**src/rtl/sxe_pkg.sv**
```systemverilog
`default_nettype none

package sxe_pkg;

  // fixed field widths
  localparam int unsigned DATA_W      = 32;
  localparam int unsigned CMD_W       = 3;
  localparam int unsigned OP_W        = 3;
  localparam int unsigned ERR_W       = 3;
  localparam int unsigned DEPTH_W     = 5;

  // default stack size
  localparam int unsigned STACK_DEPTH = 16;

  // instruction codes
  typedef enum logic [CMD_W-1:0] {
    CMD_NOP    = 3'd0,
    CMD_PUSH   = 3'd1,
    CMD_POP    = 3'd2,
    CMD_UNARY  = 3'd3,
    CMD_BINARY = 3'd4,
    CMD_PRINT  = 3'd5
  } cmd_e;

  // operator codes, shared by unary and binary instructions and the alu
  typedef enum logic [OP_W-1:0] {
    OP_PLUS  = 3'd0,
    OP_MINUS = 3'd1,
    OP_MUL   = 3'd2,
    OP_DIV   = 3'd3,
    OP_REM   = 3'd4
  } op_e;

  // error codes
  typedef enum logic [ERR_W-1:0] {
    ERR_OK        = 3'd0,
    ERR_UNDERFLOW = 3'd1,
    ERR_OVERFLOW  = 3'd2,
    ERR_DIVZERO   = 3'd3,
    ERR_BADOP     = 3'd4
  } err_e;

  // sequencer states
  typedef enum logic [3:0] {
    ST_IDLE,
    ST_CHECK,
    ST_LOAD_B,
    ST_LOAD_A,
    ST_START,
    ST_BUSY,
    ST_SHOW,
    ST_FINISH,
    ST_PRINT
  } sxe_state_e;

  // alu states
  typedef enum logic [1:0] {
    ALU_IDLE,
    ALU_DIV,
    ALU_FIX,
    ALU_DONE
  } alu_state_e;

  // request from the sequencer to the alu
  typedef struct packed {
    logic start;
    op_e  op;
  } alu_req_t;

endpackage

`default_nettype wire

```
**src/rtl/sxe_if.sv**
```systemverilog
`default_nettype none

// instruction channel
interface sxe_cmd_if
  import sxe_pkg::*;
();
  logic              valid;
  logic              ready;
  logic [CMD_W-1:0]  command;
  logic [DATA_W-1:0] push_value;
  logic [OP_W-1:0]   operator_code;

  modport source (output valid, command, push_value, operator_code, input ready);
  modport sink   (input valid, command, push_value, operator_code, output ready);
endinterface

// result channel
interface sxe_res_if
  import sxe_pkg::*;
();
  logic                 valid;
  logic                 ready;
  logic [DATA_W-1:0]    result_value;
  logic                 printed;
  logic [ERR_W-1:0]     error_code;
  logic [DEPTH_W-1:0]   stack_depth;

  modport source (output valid, result_value, printed, error_code, stack_depth, input ready);
  modport sink   (input valid, result_value, printed, error_code, stack_depth, output ready);
endinterface

`default_nettype wire

```
**src/rtl/sxe_alu.sv**
```systemverilog
`default_nettype none

module sxe_alu
  import sxe_pkg::*;
(
  input  wire                clk_i,
  input  wire                rst_ni,
  input  alu_req_t           req_i,
  input  wire [DATA_W-1:0]   a_i,
  input  wire [DATA_W-1:0]   b_i,
  output logic               done_o,
  output logic [DATA_W-1:0]  result_o
);

  localparam int unsigned CntW = $clog2(DATA_W);

  alu_state_e        state_q, state_d;
  logic [CntW-1:0]   cnt_q;
  logic [DATA_W-1:0] res_q;
  logic [DATA_W-1:0] rem_q, quo_q, dvs_q;
  logic              neg_q, want_rem_q;

  logic              is_div_op;
  logic              last_step;
  logic [DATA_W:0]   rem_sh, diff;
  logic              fits;
  logic [DATA_W-1:0] rem_d, quo_d;
  logic [DATA_W-1:0] abs_a, abs_b;

  assign is_div_op = (req_i.op == OP_DIV) || (req_i.op == OP_REM);
  assign last_step = (cnt_q == CntW'(DATA_W - 1));

  // operand magnitudes
  assign abs_a = a_i[DATA_W-1] ? ('0 - a_i) : a_i;
  assign abs_b = b_i[DATA_W-1] ? ('0 - b_i) : b_i;

  // one restoring division step
  assign rem_sh = {rem_q, quo_q[DATA_W-1]};
  assign diff   = rem_sh - {1'b0, dvs_q};
  assign fits   = ~diff[DATA_W];
  assign rem_d  = fits ? diff[DATA_W-1:0] : rem_sh[DATA_W-1:0];
  assign quo_d  = {quo_q[DATA_W-2:0], fits};

  // next state
  always_comb begin
    state_d = state_q;
    case (state_q)
      ALU_IDLE: begin
        if (req_i.start) begin
          state_d = is_div_op ? ALU_DIV : ALU_DONE;
        end
      end
      ALU_DIV: begin
        if (last_step) begin
          state_d = ALU_FIX;
        end
      end
      ALU_FIX:  state_d = ALU_DONE;
      ALU_DONE: state_d = ALU_IDLE;
      default:  state_d = ALU_IDLE;
    endcase
  end

  // outputs
  always_comb begin
    done_o   = 1'b0;
    result_o = res_q;
    case (state_q)
      ALU_DONE: done_o = 1'b1;
      default:  done_o = 1'b0;
    endcase
  end

  // state register
  always_ff @(posedge clk_i or negedge rst_ni) begin
    if (!rst_ni) begin
      state_q <= ALU_IDLE;
    end else begin
      state_q <= state_d;
    end
  end

  // datapath
  always_ff @(posedge clk_i) begin
    case (state_q)
      ALU_IDLE: begin
        if (req_i.start) begin
          case (req_i.op)
            OP_PLUS:  res_q <= a_i + b_i;
            OP_MINUS: res_q <= a_i - b_i;
            OP_MUL:   res_q <= a_i * b_i;
            default:  res_q <= a_i + b_i;
          endcase
          dvs_q      <= abs_b;
          quo_q      <= abs_a;
          rem_q      <= '0;
          cnt_q      <= '0;
          want_rem_q <= (req_i.op == OP_REM);
          neg_q      <= (req_i.op == OP_REM) ? a_i[DATA_W-1]
                                             : (a_i[DATA_W-1] ^ b_i[DATA_W-1]);
        end
      end
      ALU_DIV: begin
        rem_q <= rem_d;
        quo_q <= quo_d;
        cnt_q <= cnt_q + CntW'(1);
      end
      ALU_FIX: begin
        // restore signs, quotient toward zero, remainder follows dividend
        if (want_rem_q) begin
          res_q <= neg_q ? ('0 - rem_q) : rem_q;
        end else begin
          res_q <= neg_q ? ('0 - quo_q) : quo_q;
        end
      end
      default: begin
        res_q <= res_q;
      end
    endcase
  end

endmodule

`default_nettype wire

```
**src/rtl/stack_expression_evaluator_top.sv**
```systemverilog
`default_nettype none
// channel   dir  payload                                            words
// cmd_i     in   command, push_value, operator_code                 one instruction
// res_o     out  result_value, printed, error_code, stack_depth     one per instruction
//
// one instruction at a time: ready returns once the result word of the last one is loaded;
// print goes straight from the check to the result; negate and binary operators first read
// their operands, and divide by zero is caught before the alu starts
// (the alu takes one quotient bit per cycle for divide or remainder)
// reset clears the stack pointer and the control state; stack entries are not cleared
// a stalled result sits in the output register while the next instruction is taken

module stack_expression_evaluator_top
  import sxe_pkg::*;
#(
  parameter int unsigned StackDepth = STACK_DEPTH
) (
  input  wire       clk_i,
  input  wire       rst_ni,
  sxe_cmd_if.sink   cmd_i,
  sxe_res_if.source res_o
);

  localparam int unsigned SpW   = $clog2(StackDepth + 1);
  localparam int unsigned AddrW = $clog2(StackDepth);

  sxe_state_e        state_q, state_d;
  cmd_e              cmd_q;
  op_e               op_q;
  err_e              err_q, err_d;
  logic [DATA_W-1:0] pv_q, a_q, b_q, rd_data_q;
  logic [SpW-1:0]    sp_q, sp_d, sp_m1, sp_m2;

  logic              cmd_fire, out_free;
  logic              empty, full, few, bad_un, bad_bin, go_print, go_operand, div_zero;

  logic              mem_we, rd_en;
  logic [AddrW-1:0]  waddr, raddr;
  logic [DATA_W-1:0] wdata;
  logic              load_a, load_b, zero_a, out_load;
  logic [DATA_W-1:0] out_value_d;
  logic              out_printed_d;

  alu_req_t          alu_req;
  logic              alu_done;
  logic [DATA_W-1:0] alu_result;

  logic              out_valid_q, out_printed_q;
  logic [DATA_W-1:0] out_value_q;
  err_e              out_err_q;
  logic [DEPTH_W-1:0] out_depth_q;

  logic [DATA_W-1:0] stack_mem [StackDepth];

  // handshake
  assign cmd_fire    = cmd_i.valid && cmd_i.ready;
  assign cmd_i.ready = (state_q == ST_IDLE);
  assign out_free    = !out_valid_q || res_o.ready;

  // stack status and checks
  assign sp_m1      = sp_q - SpW'(1);
  assign sp_m2      = sp_q - SpW'(2);
  assign empty      = (sp_q == '0);
  assign full       = (sp_q >= SpW'(StackDepth));
  assign few        = (sp_q < SpW'(2));
  assign bad_un     = (op_q != OP_PLUS) && (op_q != OP_MINUS);
  assign bad_bin    = (op_q != OP_PLUS) && (op_q != OP_MINUS) && (op_q != OP_MUL) &&
                      (op_q != OP_DIV) && (op_q != OP_REM);
  assign go_print   = (cmd_q == CMD_PRINT) && !empty;
  assign go_operand = ((cmd_q == CMD_UNARY) && !empty && (op_q == OP_MINUS)) ||
                      ((cmd_q == CMD_BINARY) && !few && !bad_bin);
  assign div_zero   = (cmd_q == CMD_BINARY) && ((op_q == OP_DIV) || (op_q == OP_REM)) &&
                      (b_q == '0);

  // next state
  always_comb begin
    state_d = state_q;
    case (state_q)
      ST_IDLE: begin
        if (cmd_fire) begin
          state_d = ST_CHECK;
        end
      end
      ST_CHECK: begin
        if (go_print) begin
          state_d = ST_PRINT;
        end else if (go_operand) begin
          state_d = ST_LOAD_B;
        end else begin
          state_d = ST_SHOW;
        end
      end
      ST_LOAD_B: state_d = (cmd_q == CMD_BINARY) ? ST_LOAD_A : ST_START;
      ST_LOAD_A: state_d = ST_START;
      ST_START:  state_d = div_zero ? ST_SHOW : ST_BUSY;
      ST_BUSY: begin
        if (alu_done) begin
          state_d = ST_SHOW;
        end
      end
      ST_SHOW:   state_d = ST_FINISH;
      ST_FINISH, ST_PRINT: begin
        if (out_free) begin
          state_d = ST_IDLE;
        end
      end
      default:   state_d = ST_IDLE;
    endcase
  end

  // sequencer outputs
  always_comb begin
    mem_we        = 1'b0;
    waddr         = sp_q[AddrW-1:0];
    wdata         = pv_q;
    rd_en         = 1'b0;
    raddr         = sp_m1[AddrW-1:0];
    sp_d          = sp_q;
    err_d         = err_q;
    load_a        = 1'b0;
    load_b        = 1'b0;
    zero_a        = 1'b0;
    alu_req       = '{start: 1'b0, op: OP_PLUS};
    out_load      = 1'b0;
    out_value_d   = rd_data_q;
    out_printed_d = 1'b0;
    case (state_q)
      ST_IDLE: begin
        if (cmd_fire) begin
          err_d = ERR_OK;
        end
      end
      ST_CHECK: begin
        case (cmd_q)
          CMD_PUSH: begin
            if (full) begin
              err_d = ERR_OVERFLOW;
            end else begin
              mem_we = 1'b1;
              sp_d   = sp_q + SpW'(1);
            end
          end
          CMD_POP: begin
            if (empty) begin
              err_d = ERR_UNDERFLOW;
            end else begin
              sp_d = sp_m1;
            end
          end
          CMD_UNARY: begin
            if (empty) begin
              err_d = ERR_UNDERFLOW;
            end else if (bad_un) begin
              err_d = ERR_BADOP;
            end else begin
              rd_en = (op_q == OP_MINUS);
            end
          end
          CMD_BINARY: begin
            if (few) begin
              err_d = ERR_UNDERFLOW;
            end else if (bad_bin) begin
              err_d = ERR_BADOP;
            end else begin
              rd_en = 1'b1;
            end
          end
          CMD_PRINT: begin
            if (empty) begin
              err_d = ERR_UNDERFLOW;
            end else begin
              rd_en = 1'b1;
              sp_d  = sp_m1;
            end
          end
          default: begin
            err_d = ERR_OK;
          end
        endcase
      end
      ST_LOAD_B: begin
        load_b = 1'b1;
        if (cmd_q == CMD_BINARY) begin
          rd_en = 1'b1;
          raddr = sp_m2[AddrW-1:0];
        end else begin
          zero_a = 1'b1;
        end
      end
      ST_LOAD_A: begin
        load_a = 1'b1;
      end
      ST_START: begin
        if (div_zero) begin
          err_d = ERR_DIVZERO;
        end else begin
          alu_req.start = 1'b1;
          alu_req.op    = (cmd_q == CMD_BINARY) ? op_q : OP_MINUS;
        end
      end
      ST_BUSY: begin
        if (alu_done) begin
          mem_we = 1'b1;
          wdata  = alu_result;
          if (cmd_q == CMD_BINARY) begin
            waddr = sp_m2[AddrW-1:0];
            sp_d  = sp_m1;
          end else begin
            waddr = sp_m1[AddrW-1:0];
          end
        end
      end
      ST_SHOW: begin
        rd_en = 1'b1;
      end
      ST_FINISH: begin
        out_load    = out_free;
        out_value_d = empty ? '0 : rd_data_q;
      end
      ST_PRINT: begin
        out_load      = out_free;
        out_printed_d = 1'b1;
      end
      default: begin
        out_load = 1'b0;
      end
    endcase
  end

  // control registers
  always_ff @(posedge clk_i or negedge rst_ni) begin
    if (!rst_ni) begin
      state_q     <= ST_IDLE;
      sp_q        <= '0;
      err_q       <= ERR_OK;
      out_valid_q <= 1'b0;
    end else begin
      state_q <= state_d;
      sp_q    <= sp_d;
      err_q   <= err_d;
      if (out_load) begin
        out_valid_q <= 1'b1;
      end else if (res_o.ready) begin
        out_valid_q <= 1'b0;
      end
    end
  end

  // instruction, operand and result word registers
  always_ff @(posedge clk_i) begin
    if (cmd_fire) begin
      cmd_q <= cmd_e'(cmd_i.command);
      op_q  <= op_e'(cmd_i.operator_code);
      pv_q  <= cmd_i.push_value;
    end
    if (load_b) begin
      b_q <= rd_data_q;
    end
    if (load_a) begin
      a_q <= rd_data_q;
    end else if (zero_a) begin
      a_q <= '0;
    end
    if (out_load) begin
      out_value_q   <= out_value_d;
      out_printed_q <= out_printed_d;
      out_err_q     <= err_q;
      out_depth_q   <= DEPTH_W'(sp_q);
    end
  end

  // value stack, one write and one registered read per cycle
  always_ff @(posedge clk_i) begin
    if (mem_we) begin
      stack_mem[waddr] <= wdata;
    end
    if (rd_en) begin
      rd_data_q <= stack_mem[raddr];
    end
  end

  // shared arithmetic unit
  sxe_alu u_alu (
    .clk_i    (clk_i),
    .rst_ni   (rst_ni),
    .req_i    (alu_req),
    .a_i      (a_q),
    .b_i      (b_q),
    .done_o   (alu_done),
    .result_o (alu_result)
  );

  // result port
  assign res_o.valid        = out_valid_q;
  assign res_o.result_value = out_value_q;
  assign res_o.printed      = out_printed_q;
  assign res_o.error_code   = out_err_q;
  assign res_o.stack_depth  = out_depth_q;

endmodule

`default_nettype wire

```
**src/flat_wrapper.sv**
```systemverilog
// flat-port wrapper written by rule: the top's interface ports become plain ports
module stack_expression_evaluator_top_flat import sxe_pkg::*;
#(
  parameter int unsigned StackDepth = STACK_DEPTH
)
  (clk_i, rst_ni, cmd_i_valid, cmd_i_command, cmd_i_push_value, cmd_i_operator_code, cmd_i_ready, res_o_valid, res_o_result_value, res_o_printed, res_o_error_code, res_o_stack_depth, res_o_ready);
  sxe_cmd_if cmd_i_i ();
  sxe_res_if res_o_i ();
  input  wire clk_i;
  input  wire rst_ni;
  input wire logic [$bits(cmd_i_i.valid)-1:0] cmd_i_valid;
  input wire logic [$bits(cmd_i_i.command)-1:0] cmd_i_command;
  input wire logic [$bits(cmd_i_i.push_value)-1:0] cmd_i_push_value;
  input wire logic [$bits(cmd_i_i.operator_code)-1:0] cmd_i_operator_code;
  output wire logic [$bits(cmd_i_i.ready)-1:0] cmd_i_ready;
  output wire logic [$bits(res_o_i.valid)-1:0] res_o_valid;
  output wire logic [$bits(res_o_i.result_value)-1:0] res_o_result_value;
  output wire logic [$bits(res_o_i.printed)-1:0] res_o_printed;
  output wire logic [$bits(res_o_i.error_code)-1:0] res_o_error_code;
  output wire logic [$bits(res_o_i.stack_depth)-1:0] res_o_stack_depth;
  input wire logic [$bits(res_o_i.ready)-1:0] res_o_ready;
  assign cmd_i_i.valid = cmd_i_valid;
  assign cmd_i_i.command = cmd_i_command;
  assign cmd_i_i.push_value = cmd_i_push_value;
  assign cmd_i_i.operator_code = cmd_i_operator_code;
  assign cmd_i_ready = cmd_i_i.ready;
  assign res_o_valid = res_o_i.valid;
  assign res_o_result_value = res_o_i.result_value;
  assign res_o_printed = res_o_i.printed;
  assign res_o_error_code = res_o_i.error_code;
  assign res_o_stack_depth = res_o_i.stack_depth;
  assign res_o_i.ready = res_o_ready;
  stack_expression_evaluator_top #(.StackDepth(StackDepth)) u_core (.clk_i(clk_i), .rst_ni(rst_ni), .cmd_i(cmd_i_i), .res_o(res_o_i));
endmodule
```
**config.mk**
```make
export PLATFORM = sky130hd
export DESIGN_NAME = stack_expression_evaluator_top_flat
export DESIGN_NICKNAME = d
export VERILOG_FILES = /design/src/rtl/sxe_pkg.sv /design/src/rtl/sxe_if.sv /design/src/rtl/sxe_alu.sv /design/src/rtl/stack_expression_evaluator_top.sv /design/src/flat_wrapper.sv
export SDC_FILE = /design/constraint.sdc
export NUM_CORES = 2
export LEC_CHECK = 0
export BUFFER_PORTS_ARGS = -buffer_cell sky130_fd_sc_hd__buf_4
export CAP_MARGIN = 20
export CORE_UTILIZATION = 45
export CTS_CLUSTER_DIAMETER = 30
export DETAILED_ROUTE_END_ITERATION = 10
export HOLD_SLACK_MARGIN = 0.06
export SETUP_SLACK_MARGIN = 0.4
export SLEW_MARGIN = 20
export SYNTH_ARGS = -nofsm -noshare
export SYNTH_HDL_FRONTEND = slang
export SYNTH_SLANG_ARGS = --single-unit
```
**constraint.sdc**
```tcl
create_clock -name clk_i -period 16.3 [get_ports clk_i]
set_input_delay 0.815 -clock clk_i [delete_from_list [all_inputs] [get_ports clk_i]]
set_output_delay 0.815 -clock clk_i [all_outputs]
set_load 0.01 [all_outputs]
```
==> out/qor.yml <==
status: "finished clean"
synthTopCellsByCount: "822 x edfxtp_1, 490 x nand2_1, 450 x inv_1"
endpoint_kind: "flip-flop"
grt-ovfl-total: 0
crit_path_max_incr_delay_ps: 700
cts.sinks: 837
cts_tree: "done"
final_layout_size_suffix_gt1_share_pct: 12.8
setup_viol: 0
critical_path_buf_inv_count: 3
ys.warnings.count: 0
crit_end: "u_core.u_alu.result_o[31]$_DFFE_PP_"
regArea_mm2: 0.0251
min-delay-start: "cmd_i_push_value[28]"
slowest_stage: "a221oi_1"
clock-root-buffer: "clkbuf_16"
worstPathMaxFanout: 17
grt_util_all_layers_pct: 25.5
r2r-end: "u_core.u_alu.result_o[31]$_DFFE_PP_"
cp.arrival_ps: 8470
clk_path_buf_depth: 3
fmax_ghz: 0.125
dp_cells: 6091
fp.dieW_um: 352
r2r-start: "u_core.a_q[8]$_SDFFCE_PN0P_"
post_cts_buffers: 0
hold_viol: 0
synth.most_common_cell: "edfxtp_1"
vias_per_cell: 5.69
hold_path_depth: 1
synth_cells: 4560
grt_pass1_vias: 36463
htreeDepth: 4
die_h_um: 352
skew_ps: 61.3
dr.first_iter.drc_count: 3350
period_share_pct: 49.0
syn-cell-area_mm2: 0.0550
crit_required_ps: 16780
rsz0062_at_grt: "no"
crit_path_frequent_cell: "fa_1"
antenna_found_initial: 7
wl_um: 154000
path_clk_slew_ps: 60
worst-setup-path-type: "flip-flop to flip-flop"
worst_pin_slew_ps: 1100
synthArstFlopShare_pct: 1.79
crit_family: "adder cells"
final_cell_count_no_fill: 6377
reg2reg_slack_ps: 8310
die_area_mm2: 0.124
path_depth: 22
slew_headroom_pct: 26.5
grt_max_degree: 129
min_period_ps: 7990
start_kind: "flip-flop"
synth.top_cell.area_share_pct: 44.9
ant_nets: 0
synth_edf_count: 822
pre_cts_ws_ps: 8470
synthFlopType: "edfxtp_1"
grt_first_pass_wirelength_um: 232000
setup_ws_ps: 8310
finalMaxSlewViolations: 0
row_count: 127
ys_seq_area_share_pct: 45.6
finalSetupTns_ps: 0
rr_worst_depth: 22
timing.hold.ws_ps: 199
drv_cap: 0
filler_cell_count: 10379
ys_types: 84
avgSynthCellArea_um2: 12.1
min_path_type: "primary input to flip-flop"
syn_nets: 5215
numCtsBuffers: 152
firstDrtPassIters: 6
place_congestion: 0.896
portBuffers: 84
vias: 36266
fin_nets: 5289
clk-insertion-delay-late_ps: 790
ioPinCount: 85
wl_per_cell_um: 24.1
crit_path_cell_trace: "buf_4, and2_1, fa_1, inv_1, fa_1, fa_1, fa_1, inv_1, ha_1, ha_1, fa_1, fa_1, ha_1, a211o_1, o22a_1, a221oi_1, nand3_1, a311oi_1, o41ai_1, xnor2_1, nor2_1, o31a_1"
drc_errors: 0
multiInputGateArea_mm2: 0.0275
initial_core_util_pct: 45.6
fp.coreArea_mm2: 0.121
ys_ff_latch: 837
critPathLaunch: "u_core.a_q[8]$_SDFFCE_PN0P_"
synth_area_leader_cell: "edfxtp_1"
synth.area.top_cells: "edfxtp_1 45%, fa_1 15%, mux4_2 5.3%, ha_1 4.6%, and2_1 4.0%"
hpwl_um: 101000
area_delta_synth_final_pct: 14.4
cells in the final DEF, fill, tap and decap left out, types with 33 or more instances in the layout:
| cell | instances |
|---|---|
| nor2_1 | 141 |
| a211oi_1 | 75 |
| a21o_1 | 33 |
| nor2b_1 | 82 |
| or3_1 | 44 |
| xnor2_1 | 144 |
| inv_1 | 450 |
| ha_1 | 201 |
| xor2_1 | 108 |
| nand2_1 | 490 |
| fa_1 | 410 |
| o21ai_0 | 138 |
| edfxtp_1 | 822 |
| buf_4 | 172 |
| mux4_2 | 129 |
| nor3_1 | 54 |
| a21oi_1 | 164 |
| clkbuf_16 | 153 |
| mux2i_1 | 64 |
| o31ai_1 | 44 |
| and2_1 | 348 |
state kept, by name, indices dropped and copies added, names as in the netlist, 4 cells and up:
register and flops:
u_core.stack_mem 512, u_core.sp_q 5, u_core.u_alu.result_o 32, u_core.res_o.stack_depth 5, u_core.pv_q 32, u_core.rd_data_q 32, u_core.state_q 4, u_core.a_q 32
u_core.res_o.result_value 32, u_core.b_q 32, u_core.u_alu.cnt_q 5, u_core.u_alu.quo_q 32, u_core.u_alu.rem_q 32, u_core.u_alu.dvs_q 32
cell families (layout without fill, tap and decap cells):
kind of cell / Yosys count / in the layout / synth area share [%]
AND/OR/NAND/NOR: 1339 / 1339 / 12.3
flip-flops: 837 / 837 / 45.6
buffers and inverters: 709 / 912 / 4.90
adder cells (fa/ha/maj): 613 / 613 / 19.5
AO/OA/AOI/OAI: 612 / 612 / 7.14
XOR/XNOR: 254 / 254 / 4.05
multiplexers: 196 / 196 / 6.51
other: 0 / 2 / 0
routing by layer:
metal	global-route usage (%)	up-vias	wire, um
met5	0	-	23
met4	9.75	4	5580
met3	4.18	269	11000
met2	40.4	1366	72200
met1	35.4	18603	64800
li1	-	16024	-
cell type report:
| type | count | area share [%] |
|---|---|---|
| tap | 1612 | 3.21 |
| antenna | 2 | 0.00796 |
| clock inverter | 104 | 2.17 |
| clock buffer | 179 | 6.24 |
| sequential | 837 | 39.8 |
| inverter | 454 | 2.71 |
| multi-input combinational | 3014 | 43.7 |
| timing repair buffer | 175 | 2.13 |
worst min path at each step:
stage | endpoint
finish | u_core.pv_q[28]$_DFFE_PP_
global route | u_core.pv_q[29]$_DFFE_PP_
CTS | u_core.pv_q[28]$_DFFE_PP_
detailed placement | u_core.res_o.error_code[2]$_DFFE_PP_
global placement | u_core.res_o.error_code[2]$_DFFE_PP_
floorplan | u_core.res_o.error_code[2]$_DFFE_PP_
stage by stage:
step                cell area (um2)  utilization, %
floorplan                     55000               -
global placement              57600            47.8
detailed placement            57600            47.8
CTS                           62900            52.2
global route                  62900            52.2
finish                        62900            52.2
timing repair:
action,4_1_cts,5_1_grt
gates resized for setup,0,0
hold buffers,1,0
hold endpoints to repair,15,0
Power is left out: the tool's default activity adds up to more than one toggle a clock period on the data nets, which glitch-free logic cannot reach.
